**src/rtl/core/i2cs_pkg.sv**
```systemverilog
// Shared types, constants and phase tables for the I2C master bit sequencer.
// No dependencies; used by every module under rtl/core.
package i2cs_pkg;

    localparam int COUNTER_BITS_DEF = 16;
    localparam int CFG_W            = 16;
    localparam logic [CFG_W-1:0] HALF_PERIOD_RST = 16'd10;

    // Pin levels are packed as {scl, sda, drive}
    localparam logic [2:0] PINS_IDLE      = 3'b111;
    localparam logic [2:0] PINS_AFT_START = 3'b001;
    localparam logic [2:0] PINS_AFT_STOP  = 3'b111;
    localparam logic [2:0] PINS_AFT_WRITE = 3'b010;

    // Phase of a write in which the acknowledge is sampled
    localparam logic [4:0] WR_ACK_PHASE = 5'd18;
    localparam logic [4:0] DATA_PHASES  = 5'd16;

    typedef enum logic [2:0] {
        OP_START     = 3'd0,
        OP_STOP      = 3'd1,
        OP_WRITE     = 3'd2,
        OP_READ_ACK  = 3'd3,
        OP_READ_NACK = 3'd4
    } t_opcode;

    typedef struct packed {
        logic       cmd_valid;
        logic [2:0] opcode;
        logic [7:0] wdata;
        logic       sda_in;
    } t_item;

    typedef struct packed {
        logic       scl_out;
        logic       sda_out;
        logic       sda_drive;
        logic       busy_res;
        logic       done_res;
        logic [7:0] rdata;
        logic       no_ack;
    } t_result;

    // Control from the step logic to the phase timer
    typedef struct packed {
        logic run;      // a command is active on this tick
        logic restart;  // the command starts on this tick
    } t_tmr_ctl;

    // Number of phases in each command
    function automatic logic [4:0] phase_total(t_opcode cmd);
        logic [4:0] tot;
        unique case (cmd)
            OP_START:    tot = 5'd3;
            OP_STOP:     tot = 5'd4;
            OP_WRITE:    tot = 5'd19;
            OP_READ_ACK: tot = 5'd19;
            default:     tot = 5'd20;
        endcase
        return tot;
    endfunction

    // Pin levels of one phase of a command
    function automatic logic [2:0] phase_levels(t_opcode cmd, logic [4:0] p,
                                                logic [7:0] sb, logic held_sda);
        logic       bitv;
        logic [2:0] lv;
        bitv = sb[3'd7 - p[3:1]];
        lv   = PINS_IDLE;
        unique case (cmd)
            OP_START: begin
                case (p)
                    5'd0:    lv = 3'b111;
                    5'd1:    lv = 3'b101;
                    default: lv = 3'b001;
                endcase
            end
            OP_STOP: begin
                case (p)
                    5'd0:    lv = {1'b0, held_sda, 1'b1};
                    5'd1:    lv = 3'b001;
                    5'd2:    lv = 3'b101;
                    default: lv = 3'b111;
                endcase
            end
            OP_WRITE: begin
                if (p < DATA_PHASES) begin
                    lv = {p[0], bitv, 1'b1};
                end else begin
                    case (p)
                        5'd16:   lv = {1'b0, sb[0], 1'b1};
                        5'd17:   lv = 3'b011;
                        default: lv = 3'b110;
                    endcase
                end
            end
            OP_READ_ACK: begin
                if (p < DATA_PHASES) begin
                    lv = p[0] ? 3'b010 : 3'b110;
                end else begin
                    case (p)
                        5'd17:   lv = 3'b101;
                        default: lv = 3'b001;
                    endcase
                end
            end
            default: begin
                if (p < DATA_PHASES) begin
                    lv = p[0] ? 3'b010 : 3'b110;
                end else begin
                    case (p)
                        5'd18:   lv = 3'b111;
                        default: lv = 3'b011;
                    endcase
                end
            end
        endcase
        return lv;
    endfunction

endpackage

```
**src/rtl/core/i2cs_timer.sv**
```systemverilog
// Phase timer: half-period register and tick counter, flags the last tick of a phase.
// Depends on i2cs_pkg.
module i2cs_timer #(
    parameter int COUNTER_BITS = i2cs_pkg::COUNTER_BITS_DEF
) (
    input  logic                         i_clk,
    input  logic                         i_rst_n,
    input  logic                         i_cfg_we,
    input  logic [i2cs_pkg::CFG_W-1:0]   i_cfg_wdata,
    input  logic                         i_adv,
    input  i2cs_pkg::t_tmr_ctl           i_ctl,
    output logic                         o_phase_end
);

    localparam int CMP_W = (COUNTER_BITS > i2cs_pkg::CFG_W) ? COUNTER_BITS : i2cs_pkg::CFG_W;

    logic [i2cs_pkg::CFG_W-1:0] r_half_period;
    logic [COUNTER_BITS-1:0]    r_tick;
    logic [COUNTER_BITS-1:0]    n_tick;
    logic [COUNTER_BITS-1:0]    tick_cur;
    logic [COUNTER_BITS-1:0]    tick_inc;
    logic [i2cs_pkg::CFG_W-1:0] hp_eff;

    // Count this tick; a phase ends at the half period or when the counter wraps
    always_comb begin
        tick_cur    = i_ctl.restart ? '0 : r_tick;
        tick_inc    = tick_cur + COUNTER_BITS'(1);
        hp_eff      = (r_half_period == '0) ? i2cs_pkg::CFG_W'(1) : r_half_period;
        o_phase_end = (CMP_W'(tick_inc) >= CMP_W'(hp_eff)) || (tick_inc == '0);
        n_tick      = o_phase_end ? '0 : tick_inc;
    end

    // Hold the half period and advance the counter on each active tick
    always_ff @(posedge i_clk) begin
        if (!i_rst_n) begin
            r_half_period <= i2cs_pkg::HALF_PERIOD_RST;
            r_tick        <= '0;
        end else begin
            if (i_cfg_we) begin
                r_half_period <= i_cfg_wdata;
            end
            if (i_adv && i_ctl.run) begin
                r_tick <= n_tick;
            end
        end
    end

endmodule

```
**src/rtl/core/i2cs_step.sv**
```systemverilog
// Command state and pin sequencing for one tick; builds the result of the tick.
// Depends on i2cs_pkg; pairs with i2cs_timer for phase timing.
module i2cs_step (
    input  logic                i_clk,
    input  logic                i_rst_n,
    input  logic                i_adv,
    input  i2cs_pkg::t_item     i_item,
    input  logic                i_phase_end,
    output i2cs_pkg::t_tmr_ctl  o_tmr,
    output i2cs_pkg::t_result   o_res
);

    logic                r_active;
    i2cs_pkg::t_opcode   r_cmd;
    logic [4:0]          r_phase;
    logic [7:0]          r_shift;
    logic [2:0]          r_pins;
    logic                r_ack_fail;

    logic                n_active;
    i2cs_pkg::t_opcode   n_cmd;
    logic [4:0]          n_phase;
    logic [7:0]          n_shift;
    logic [2:0]          n_pins;
    logic                n_ack_fail;

    logic                start;
    logic                act;
    i2cs_pkg::t_opcode   cmd;
    logic [4:0]          phase;
    logic [4:0]          phase_inc;
    logic [7:0]          shift;
    logic                ackf;
    logic [2:0]          lv;
    logic                is_read;
    logic                finish;

    // Launch a new command only when idle and the opcode is known
    always_comb begin
        start   = !r_active && i_item.cmd_valid &&
                  (i_item.opcode <= 3'(i2cs_pkg::OP_READ_NACK));
        act     = r_active || start;
        cmd     = start ? i2cs_pkg::t_opcode'(i_item.opcode) : r_cmd;
        phase   = start ? 5'd0 : r_phase;
        shift   = start ? ((i_item.opcode == 3'(i2cs_pkg::OP_WRITE)) ? i_item.wdata : 8'd0)
                        : r_shift;
        ackf    = start ? 1'b0 : r_ack_fail;
        is_read = (cmd == i2cs_pkg::OP_READ_ACK) || (cmd == i2cs_pkg::OP_READ_NACK);
        lv      = i2cs_pkg::phase_levels(cmd, phase, shift, r_pins[1]);
        o_tmr.run     = act;
        o_tmr.restart = start;
    end

    // Advance phase, sample the bus and build the result of this tick
    always_comb begin
        n_active   = r_active;
        n_cmd      = cmd;
        n_phase    = phase;
        n_shift    = shift;
        n_pins     = r_pins;
        n_ack_fail = ackf;
        phase_inc  = phase + 5'd1;
        finish     = 1'b0;
        o_res      = '0;
        o_res.scl_out   = r_pins[2];
        o_res.sda_out   = r_pins[1];
        o_res.sda_drive = r_pins[0];
        if (act) begin
            n_active        = 1'b1;
            n_pins          = lv;
            o_res.scl_out   = lv[2];
            o_res.sda_out   = lv[1];
            o_res.sda_drive = lv[0];
            o_res.busy_res  = 1'b1;
            if (i_phase_end) begin
                if (cmd == i2cs_pkg::OP_WRITE && phase == i2cs_pkg::WR_ACK_PHASE) begin
                    n_ack_fail = i_item.sda_in;
                end
                if (is_read && phase < i2cs_pkg::DATA_PHASES && !phase[0]) begin
                    n_shift = {shift[6:0], i_item.sda_in};
                end
                n_phase = phase_inc;
                finish  = phase_inc >= i2cs_pkg::phase_total(cmd);
            end
            if (finish) begin
                o_res.done_res = 1'b1;
                n_active       = 1'b0;
                n_phase        = 5'd0;
                case (cmd)
                    i2cs_pkg::OP_START: n_pins = i2cs_pkg::PINS_AFT_START;
                    i2cs_pkg::OP_STOP:  n_pins = i2cs_pkg::PINS_AFT_STOP;
                    i2cs_pkg::OP_WRITE: begin
                        n_pins       = i2cs_pkg::PINS_AFT_WRITE;
                        o_res.no_ack = n_ack_fail;
                    end
                    default: o_res.rdata = n_shift;
                endcase
            end
        end
    end

    // Commit the command state when the tick moves to the result register
    always_ff @(posedge i_clk) begin
        if (!i_rst_n) begin
            r_active   <= 1'b0;
            r_cmd      <= i2cs_pkg::OP_START;
            r_phase    <= 5'd0;
            r_shift    <= 8'd0;
            r_pins     <= i2cs_pkg::PINS_IDLE;
            r_ack_fail <= 1'b0;
        end else if (i_adv) begin
            r_active   <= n_active;
            r_cmd      <= n_cmd;
            r_phase    <= n_phase;
            r_shift    <= n_shift;
            r_pins     <= n_pins;
            r_ack_fail <= n_ack_fail;
        end
    end

endmodule

```
**src/rtl/core/i2c_master_bit_sequencer_core.sv**
```systemverilog
// Top level of the I2C master bit sequencer: input register, step logic, result register.
// Depends on i2cs_pkg, i2cs_timer and i2cs_step.
//
//   channel | handshake                   | payload
//   in      | i_in_valid / o_in_stall     | i_cmd_valid i_opcode i_wdata i_sda_in
//   out     | o_out_valid / i_out_stall   | o_scl_out o_sda_out o_sda_drive o_busy_res
//           |                             | o_done_res o_rdata o_no_ack
//   cfg     | i_cfg_we                    | i_cfg_wdata (half period)
//
// One tick per clock while the output is not stalled: a transfer is held in the input register
// and its result is then registered in the result register.
// The step logic and phase timer lie between the two registers.
// Synchronous active-low reset clears the command state and valids and sets the half period to 10.
// A stall on the output holds the result and, through the input register, the input.
module i2c_master_bit_sequencer_core #(
    parameter int COUNTER_BITS = i2cs_pkg::COUNTER_BITS_DEF
) (
    input  logic                       i_clk,
    input  logic                       i_rst_n,
    input  logic                       i_cfg_we,
    input  logic [i2cs_pkg::CFG_W-1:0] i_cfg_wdata,
    input  logic                       i_in_valid,
    output logic                       o_in_stall,
    input  logic                       i_cmd_valid,
    input  logic [2:0]                 i_opcode,
    input  logic [7:0]                 i_wdata,
    input  logic                       i_sda_in,
    output logic                       o_out_valid,
    input  logic                       i_out_stall,
    output logic                       o_scl_out,
    output logic                       o_sda_out,
    output logic                       o_sda_drive,
    output logic                       o_busy_res,
    output logic                       o_done_res,
    output logic [7:0]                 o_rdata,
    output logic                       o_no_ack
);

    logic                r_in_valid;
    i2cs_pkg::t_item     r_item;
    logic                r_out_valid;
    i2cs_pkg::t_result   r_res;

    logic                adv;
    logic                in_take;
    logic                phase_end;
    i2cs_pkg::t_tmr_ctl  tmr_ctl;
    i2cs_pkg::t_result   res;

    // Handshake: advance when the result register is free or being drained
    assign adv        = r_in_valid && (!r_out_valid || !i_out_stall);
    assign o_in_stall = r_in_valid && !adv;
    assign in_take    = i_in_valid && !o_in_stall;

    // Capture an incoming transfer
    always_ff @(posedge i_clk) begin
        if (!i_rst_n) begin
            r_in_valid <= 1'b0;
        end else if (in_take) begin
            r_in_valid <= 1'b1;
        end else if (adv) begin
            r_in_valid <= 1'b0;
        end
    end

    always_ff @(posedge i_clk) begin
        if (in_take) begin
            r_item.cmd_valid <= i_cmd_valid;
            r_item.opcode    <= i_opcode;
            r_item.wdata     <= i_wdata;
            r_item.sda_in    <= i_sda_in;
        end
    end

    i2cs_timer #(
        .COUNTER_BITS (COUNTER_BITS)
    ) u_timer (
        .i_clk       (i_clk),
        .i_rst_n     (i_rst_n),
        .i_cfg_we    (i_cfg_we),
        .i_cfg_wdata (i_cfg_wdata),
        .i_adv       (adv),
        .i_ctl       (tmr_ctl),
        .o_phase_end (phase_end)
    );

    i2cs_step u_step (
        .i_clk       (i_clk),
        .i_rst_n     (i_rst_n),
        .i_adv       (adv),
        .i_item      (r_item),
        .i_phase_end (phase_end),
        .o_tmr       (tmr_ctl),
        .o_res       (res)
    );

    // Hold the result until the downstream side takes it
    always_ff @(posedge i_clk) begin
        if (!i_rst_n) begin
            r_out_valid <= 1'b0;
        end else if (adv) begin
            r_out_valid <= 1'b1;
        end else if (!i_out_stall) begin
            r_out_valid <= 1'b0;
        end
    end

    always_ff @(posedge i_clk) begin
        if (adv) begin
            r_res <= res;
        end
    end

    assign o_out_valid = r_out_valid;
    assign o_scl_out   = r_res.scl_out;
    assign o_sda_out   = r_res.sda_out;
    assign o_sda_drive = r_res.sda_drive;
    assign o_busy_res  = r_res.busy_res;
    assign o_done_res  = r_res.done_res;
    assign o_rdata     = r_res.rdata;
    assign o_no_ack    = r_res.no_ack;

    // A completed command is always reported as a busy tick
    a_done_busy: assert property (@(posedge i_clk) disable iff (!i_rst_n)
        o_out_valid && o_done_res |-> o_busy_res)
        else $error("done without busy");

    // Read byte and ack failure appear only on a done tick
    a_result_ctx: assert property (@(posedge i_clk) disable iff (!i_rst_n)
        o_out_valid && !o_done_res |-> (o_rdata == 8'd0) && !o_no_ack)
        else $error("result field outside done tick");

    // Input stalls only while a held result is blocked downstream
    a_stall_cause: assert property (@(posedge i_clk) disable iff (!i_rst_n)
        o_in_stall |-> r_out_valid && i_out_stall)
        else $error("input stalled without output back-pressure");

    // A stalled input transfer stays in the input register
    a_in_hold: assert property (@(posedge i_clk) disable iff (!i_rst_n)
        o_in_stall |=> r_in_valid && $stable(r_item))
        else $error("input register lost a stalled transfer");

endmodule
```
**config.mk**
```make
export PLATFORM = sky130hd
export DESIGN_NAME = i2c_master_bit_sequencer_core
export DESIGN_NICKNAME = d
export VERILOG_FILES = /design/src/rtl/core/i2cs_pkg.sv /design/src/rtl/core/i2cs_timer.sv /design/src/rtl/core/i2cs_step.sv /design/src/rtl/core/i2c_master_bit_sequencer_core.sv
export SDC_FILE = /design/constraint.sdc
export NUM_CORES = 1
export LEC_CHECK = 0
export BUFFER_PORTS_ARGS = -buffer_cell sky130_fd_sc_hd__buf_4
export CAP_MARGIN = 20
export CORE_ASPECT_RATIO = 0.9
export CORE_UTILIZATION = 57
export CTS_CLUSTER_DIAMETER = 30
export DETAILED_ROUTE_END_ITERATION = 10
export HOLD_SLACK_MARGIN = 0.1
export PLACE_DENSITY = 0.77
export SLEW_MARGIN = 0
export SYNTH_ARGS = -nofsm -noshare
export SYNTH_HDL_FRONTEND = slang
export SYNTH_SLANG_ARGS = --single-unit
```
**constraint.sdc**
```tcl
create_clock -name i_clk -period 5.3 [get_ports i_clk]
set_input_delay 0.795 -clock i_clk [delete_from_list [all_inputs] [get_ports i_clk]]
set_output_delay 0.795 -clock i_clk [all_outputs]
set_load 0.01 [all_outputs]
```
Yosys cells after proc, flatten, opt, wreduce, memory -nomap -nowiden
Index checks and enable logic that the tools add are counted.

operators by class
  muxes and demuxes = 45
  equality and inequality tests = 11
  order comparisons = 5
  reductions and logical operators = 29
  add/sub/neg operators = 3
  bitwise operators = 2

operator list
  cell                                               count
  2-to-1 mux 16 bit                                  3
  2-to-1 mux 8 bit                                   6
  zero test 16 bit                                   2
  2-to-1 mux 5 bit                                   6
  2-to-1 mux 3 bit                                   8
  one-hot mux 3 bit (3 select lines)                 2
  adder 16 x 1 -> 16 bit, second input constant      1
  >= comparator 16 bit                               1
  == test 5 bit, second input constant               3
  one-hot mux 5 bit (3 select lines)                 1
  2-to-1 mux 14 bit                                  1
  2-to-1 mux 1 bit                                   13
  one-hot mux 3 bit (2 select lines)                 2
  one-hot mux 3 bit (4 select lines)                 1
  2-to-1 mux 10 bit                                  1
  == test 3 x 2 -> 1 bit, second input constant      3
  logical AND 1 bit                                  9
  zero test 1 bit                                    6
  adder 5 x 1 -> 5 bit, second input constant        1
  == test 5 x 1 -> 1 bit, second input constant      1
  == test 5 x 2 -> 1 bit, second input constant      1
  >= comparator 5 bit                                1
  zero test 5 bit                                    1
  less-than comparator 5 bit, second input constant  1
  16 further kinds                                   20

storage, ports and cells
  input bits = 34
  word-level logic and storage cells = 116
  register bits after elaboration = 82

Logic depth before layout (Yosys ltp)
  depth in word-level cells = 14
  mapped depth = 24
  depth with buffers taken out = 18

Hierarchy
From an unflattened synthesis, not the netlist that was laid out.

unflattened totals
  cell total of the unflattened synthesis = 542
  area, all modules = 5071.1 um^2

modules (own cells, without submodules)
  module                         cells each  instances  seq. area each (um^2)  area each (um^2)
  i2cs_timer                     249         1          640.6                  2200.9
  i2cs_step                      258         1          420.4                  1975.6
  i2c_master_bit_sequencer_core  35          1          850.8                  894.6

Worst setup path after synthesis
No wires, ideal clock.

  path type = register to register
  start = register u_step.r_active
  end = register r_res, in the netlist o_no_ack (data pin)
  library setup time = 182 ps
  path slack = 623 ps
  arrival = 4495 ps
  stages on the path, launching flop included = 24
  data required time = 5118 ps
  cells stage by stage = dfxtp_1 clkbuf_1 nor2b_1 nand2_1 clkbuf_1 clkbuf_1 and2_1 ha_1 buf_2 nand2_1 nor3_1 nand2_1 xor2_1 nor2_1 ha_1 nand4_1 nor2_1 o221ai_1 a211o_1 o41a_1 buf_2 or3_1 mux2i_1 nor4b_1

between the ends
  longest elaborated chain between the ends = 13

RTL lines
  element                                                          line                                  source
  start, declared                                                  i2cs_step.sv:13                       logic r_active;
  start signal, assigned                                           i2cs_step.sv:112                      r_active <= n_active;
  branches (longest 13 deep; another with adder 16 x 1 -> 16 bit)  -
  end signal, assigned                                             i2c_master_bit_sequencer_core.sv:110  r_res <= res;
  end, declared                                                    i2c_master_bit_sequencer_core.sv:42   i2cs_pkg::t_result r_res;

Parallel ways; which one is timed is not known. The select of a mux whose other input is x is not followed.
A chain may end at the register's enable or synchronous reset.

Worst setup path after layout
  start = register u_step.r_active
  end = register u_timer.r_tick[6]

between the ends
  longest elaborated chain between the ends = 8

RTL lines
  element                                                   line              source
  zero test 1 bit                                           i2cs_step.sv:40   start = !r_active && i_item.cmd_valid &&
  logical AND 1 bit (2 in a row)                            i2cs_step.sv:40
  2-to-1 mux 16 bit                                         i2cs_timer.sv:26  tick_cur = i_ctl.restart ? '0 : r_tick;
  adder 16 x 1 -> 16 bit                                    i2cs_timer.sv:27  tick_inc = tick_cur + COUNTER_BITS'(1);
  >= comparator 16 bit or zero test 16 bit (tied branches)  i2cs_timer.sv:29  o_phase_end = (CMP_W'(tick_inc) >= CMP_W'(hp_eff)) || (tick_inc == '0);
  logical OR 1 bit                                          i2cs_timer.sv:29
  2-to-1 mux 16 bit                                         i2cs_timer.sv:30  n_tick = o_phase_end ? '0 : tick_inc;
  end signal, assigned                                      i2cs_timer.sv:43  r_tick <= n_tick;
  end, declared                                             i2cs_timer.sv:18  logic [COUNTER_BITS-1:0] r_tick;

Several ways; a longest one is shown, not always the timed one.

==> impl_metrics.prom <==
# TYPE chip_impl_metric gauge
chip_impl_metric{name="post-route-worst-setup-slack",unit="ps"} 385.8
chip_impl_metric{name="dpl.hpwl",unit="µm"} 9188
chip_impl_metric{name="syn_area",unit="mm²"} 0.004967
chip_impl_metric{name="via_count",unit=""} 4638
chip_impl_info{name="setup.worst_path.start_class",value="flop"} 1
chip_impl_metric{name="post_cts_buffers",unit=""} 0
chip_impl_metric{name="worst_ir_drop_vdd",unit="mV"} 0.2208
chip_impl_metric{name="worst_hold_margin",unit="ps"} 473.1
chip_impl_info{name="critical-path-top-delay-family",value="simple AND/OR/NAND/NOR gates"} 1
chip_impl_info{name="rr_endpoint",value="u_timer.r_tick[6]$_SDFFE_PN0P_"} 1
chip_impl_metric{name="via_count_normalized_by_instance_count",unit=""} 6.276
chip_impl_metric{name="portbufs",unit=""} 49
chip_impl_metric{name="floorplan.die_area",unit="mm²"} 0.009092
chip_impl_metric{name="cp_num_cells",unit=""} 19
chip_impl_metric{name="r2r_slack",unit="ps"} 390
chip_impl_metric{name="routed_wire_length_per_instance",unit="µm"} 17.17
chip_impl_metric{name="final_core_utilization",unit="%"} 67.59
chip_impl_info{name="status",value="finished, final reports clean"} 1
chip_impl_metric{name="globalRouteOverflowTotal",unit=""} 0
chip_impl_metric{name="grt_max_degree",unit=""} 32
chip_impl_metric{name="io_pins",unit=""} 50
chip_impl_metric{name="layout.filler_cells",unit=""} 662
chip_impl_metric{name="path_buf_inv",unit=""} 1
chip_impl_metric{name="global_route_wire_length_before_repair",unit="µm"} 21300
chip_impl_metric{name="slew_headroom",unit="%"} 40.42
chip_impl_metric{name="clock.fmax",unit="MHz"} 203.5
chip_impl_metric{name="ctsLongestPathBuffers",unit=""} 2
chip_impl_metric{name="avgSynthCellArea",unit="µm²"} 8.448
chip_impl_metric{name="tritoncts.num_buffers",unit=""} 9
chip_impl_metric{name="final_min_period_over_clock_period",unit="%"} 92.72
chip_impl_metric{name="largest_stage_delay_on_the_critical_path",unit="ps"} 450
chip_impl_metric{name="floorplan.die.width",unit="µm"} 100.4
chip_impl_metric{name="hold_depth",unit=""} 1
chip_impl_metric{name="synth_seq_area_share",unit="%"} 38.49
chip_impl_metric{name="htreeDepth",unit=""} 3
chip_impl_info{name="endpoint",value="u_timer.r_tick[6]$_SDFFE_PN0P_"} 1
chip_impl_metric{name="critical_path_required",unit="ps"} 5600
chip_impl_info{name="timing_worst_setup_path_type",value="flop to flop"} 1
chip_impl_metric{name="number_of_antenna_violations_at_the_first_check_in_global_routing",unit=""} 0
chip_impl_metric{name="ff2ff_path_depth",unit=""} 19
chip_impl_metric{name="insertedDiodeCount",unit=""} 0
chip_impl_metric{name="postSynthCellCount",unit=""} 588
chip_impl_metric{name="number_of_global_route_vias_before_repair",unit=""} 4372
chip_impl_info{name="rsz0062_at_grt",value="false"} 1
chip_impl_info{name="crit_path_cell_trace",value="nor2b_1 > nand2_1 > and2_1 > ha_1 > nand2_1 > nor3_1 > nand2_1 > xor2_1 > nor2_1 > ha_1 > a211oi_1 > nand2_1 > nor4_1 > a211o_1 > o41a_1 > buf_4 > and3_1 > o21ai_0 > a21oi_1"} 1
chip_impl_metric{name="synth-seq-cells",unit=""} 82
chip_impl_info{name="crit_path_start",value="u_step.r_active$_SDFFE_PN0P_"} 1
chip_impl_metric{name="clock_sinks",unit=""} 82
chip_impl_metric{name="syn2layout_area_growth",unit="%"} 12.42
chip_impl_metric{name="setup_tns",unit="ps"} 0
chip_impl_metric{name="layout-drive-gt1-share",unit="%"} 14.10
chip_impl_metric{name="finalWeightedCongestion",unit=""} 0.9329
chip_impl_metric{name="crit_path_max_fanout",unit=""} 15
chip_impl_info{name="ys.flop_type",value="sky130_fd_sc_hd__dfxtp_1"} 1
chip_impl_metric{name="preCtsSetupSlack",unit="ps"} 503.5
chip_impl_metric{name="synth_cell_type_count",unit=""} 71
chip_impl_metric{name="first_iter_violations",unit=""} 372
chip_impl_metric{name="synth-edff-count",unit=""} 27
chip_impl_metric{name="detail-route-antenna-nets",unit=""} 0
chip_impl_metric{name="detail_route.wirelength",unit="µm"} 12690
chip_impl_metric{name="worstSkewPairLatency",unit="ps"} 370
chip_impl_metric{name="power_per_cell_area",unit="mW/mm²"} 233.6
chip_impl_metric{name="design.core.area",unit="mm²"} 0.008262
chip_impl_info{name="ctsRootBufferMaster",value="sky130_fd_sc_hd__clkbuf_8"} 1
chip_impl_info{name="endpoint_kind",value="flop"} 1
chip_impl_metric{name="finalCriticalPeriod",unit="ps"} 4914
chip_impl_metric{name="maxCapViolations",unit=""} 0
chip_impl_info{name="most_frequent_cell_on_the_critical_path",value="sky130_fd_sc_hd__nand2_1"} 1
chip_impl_metric{name="remaining_drcs",unit=""} 0
chip_impl_metric{name="synthesis.nets",unit=""} 648
chip_impl_metric{name="grtUsageTotal",unit="%"} 29.50
chip_impl_metric{name="cts.clk_slew.worst_paths",unit="ps"} 90
chip_impl_metric{name="async_flop_share",unit="%"} 0
chip_impl_info{name="critical_path.reg2reg.startpoint",value="u_step.r_active$_SDFFE_PN0P_"} 1
chip_impl_info{name="timing.critical_path.slowest_stage_cell",value="sky130_fd_sc_hd__nor2b_1"} 1
chip_impl_metric{name="worst_pin_slew",unit="ps"} 891.8
chip_impl_metric{name="die_y",unit="µm"} 90.56
chip_impl_metric{name="timing_max_transition_violations_final",unit=""} 0
chip_impl_metric{name="crit_arrival",unit="ps"} 5210
chip_impl_metric{name="final_net_count",unit=""} 679
chip_impl_metric{name="core.rowCount",unit=""} 31
chip_impl_metric{name="leakage_power_of_the_design",unit="nW"} 2.156
chip_impl_metric{name="setup_skew",unit="ps"} 12.12
chip_impl_metric{name="drt-pass1-iter-count",unit=""} 6
chip_impl_info{name="tritoncts",value="yes"} 1
chip_impl_metric{name="synth-warning-count",unit=""} 0
chip_impl_metric{name="layout.area.seq",unit="mm²"} 0.001912
chip_impl_metric{name="initial_cell_density_of_the_core",unit="%"} 60.12
chip_impl_info{name="hold_path_class",value="flop to flop"} 1
chip_impl_metric{name="report.final.setup_viol",unit=""} 0
chip_impl_metric{name="total_power",unit="mW"} 1.304
chip_impl_metric{name="multiInputGateArea",unit="mm²"} 0.002799
chip_impl_metric{name="count_of_endpoints_failing_hold_in_the_final_timing_report",unit=""} 0
==> cell usage in the layout, fill, tap and decap left out, types with 4 or more instances in the layout <==
cell                       count
sky130_fd_sc_hd__nor3_2        5
sky130_fd_sc_hd__xnor2_1       7
sky130_fd_sc_hd__dfxtp_1      55
sky130_fd_sc_hd__mux2i_1      19
sky130_fd_sc_hd__o21ai_0      15
sky130_fd_sc_hd__nand2_1      64
sky130_fd_sc_hd__ha_1         26
sky130_fd_sc_hd__o211ai_1     14
sky130_fd_sc_hd__a211oi_1      4
sky130_fd_sc_hd__a21oi_1      29
sky130_fd_sc_hd__nand4_1       9
sky130_fd_sc_hd__nor2b_1       4
sky130_fd_sc_hd__nor3_1       19
sky130_fd_sc_hd__a32o_1        4
sky130_fd_sc_hd__nor2_1       70
sky130_fd_sc_hd__edfxtp_1     27
sky130_fd_sc_hd__and2_1        4
sky130_fd_sc_hd__o21ai_1       4
sky130_fd_sc_hd__inv_1        24
sky130_fd_sc_hd__nand3_1      45
sky130_fd_sc_hd__xor2_1        7
sky130_fd_sc_hd__and3_1        5
sky130_fd_sc_hd__o21a_1        9
sky130_fd_sc_hd__clkbuf_8      9
sky130_fd_sc_hd__nor4_1       12
sky130_fd_sc_hd__buf_4        58
sky130_fd_sc_hd__nand2b_1      4
sky130_fd_sc_hd__o22ai_1       4
==> per-layer routing <==
| layer | vias to the layer above | global-route usage, % | wire [µm] |
|---|---|---|---|
| li1 | 2210 | - | - |
| met4 | 0 | 7.971 | 217 |
| met3 | 24 | 8.746 | 1361 |
| met2 | 252 | 43.78 | 5447 |
| met5 | - | 0 | 0 |
| met1 | 2152 | 41.61 | 5661 |
==> flip-flops by register name (all words and copies together) (netlist names), 3 cells and up <==
signal and count:
o_rdata 8, r_item 13, u_step.r_phase 5, u_timer.r_half_period 16, u_step.r_cmd 3, u_step.r_pins 3, u_step.r_shift 8, u_timer.r_tick 16
==> power breakdown <==
part	leakage, nW	total (mW)	internal (mW)	switching (mW)
clock network	0.0975	0.470	0.223	0.247
logic	1.35	0.150	0.0588	0.0916
registers	0.712	0.684	0.669	0.0145
==> cell usage after synthesis (all sizes together), types with 3 or more instances <==
| cell | number | area, µm² |
|---|---|---|
| o221ai | 3 | 26.28 |
| o21a | 9 | 67.56 |
| mux2i | 19 | 190.2 |
| a32o | 4 | 40.04 |
| o211ai | 14 | 105.1 |
| o31a | 3 | 26.28 |
| inv | 24 | 90.09 |
| a211oi | 4 | 30.03 |
| ha | 26 | 325.3 |
| and3 | 5 | 31.28 |
| nand2b | 4 | 25.02 |
| nor3 | 25 | 161.4 |
| nand2 | 65 | 246.5 |
| nor3b | 3 | 22.52 |
| buf | 14 | 77.57 |
| nor4 | 14 | 100.1 |
| or3 | 3 | 18.77 |
| a21oi | 29 | 145.1 |
| o22ai | 4 | 25.02 |
| nand3 | 46 | 235.2 |
| nor2 | 70 | 262.8 |
| nor2b | 4 | 25.02 |
| xnor2 | 7 | 61.31 |
| clkbuf | 24 | 90.09 |
| o21ai | 19 | 95.09 |
| dfxtp | 55 | 1101 |
| and2 | 4 | 25.02 |
| nand4 | 10 | 77.57 |
| a21o | 3 | 22.52 |
| edfxtp | 27 | 810.8 |
| a22oi | 3 | 22.52 |
| xor2 | 7 | 61.31 |
| mux2 | 3 | 33.78 |
==> worst min path at each step <==
stage                                     end                            from  slack (ps)
5_1_grt        u_step.r_ack_fail$_SDFFE_PN0P_  u_step.r_ack_fail$_SDFFE_PN0P_         500
3_5_place_dp    u_step.r_pins[0]$_SDFFE_PN1P_   u_step.r_pins[0]$_SDFFE_PN1P_         460
3_3_place_gp    u_step.r_pins[0]$_SDFFE_PN1P_   u_step.r_pins[0]$_SDFFE_PN1P_         450
6_report        u_step.r_pins[0]$_SDFFE_PN1P_   u_step.r_pins[0]$_SDFFE_PN1P_         470
4_1_cts         u_step.r_pins[0]$_SDFFE_PN1P_   u_step.r_pins[0]$_SDFFE_PN1P_         480
2_1_floorplan   u_step.r_pins[0]$_SDFFE_PN1P_   u_step.r_pins[0]$_SDFFE_PN1P_         440
==> final cells by class <==
cell class                 count  area share (%)
inverter                      25           1.680
clock buffer                  10           2.285
tap                          115           2.577
multi-input combinational    443           50.12
clock inverter                 6           1.300
timing repair buffer          58           7.797
sequential                    82           34.24
==> stage by stage <==
stage | instances | area, µm²
detailed placement | 722 | 5371
floorplan | 588 | 4967
CTS | 738 | 5572
global placement | 722 | 5371
finish | 739 | 5584
global route | 739 | 5584
==> kinds of logic after synthesis <==
group | share of synthesized area (%)
buf+inv | 5.264
mux | 4.509
fa+ha+maj | 6.549
xor+xnor | 2.469
compound gates | 17.18
simple gates | 25.54
flops | 38.49
==> repair_timing <==
item | 4_1_cts | 5_1_grt
hold buffers | 0 | 0
gates resized for setup | 0 | 1
setup endpoints to repair | 0 | 8
Note: power is estimated with default switching activity, not from simulation.
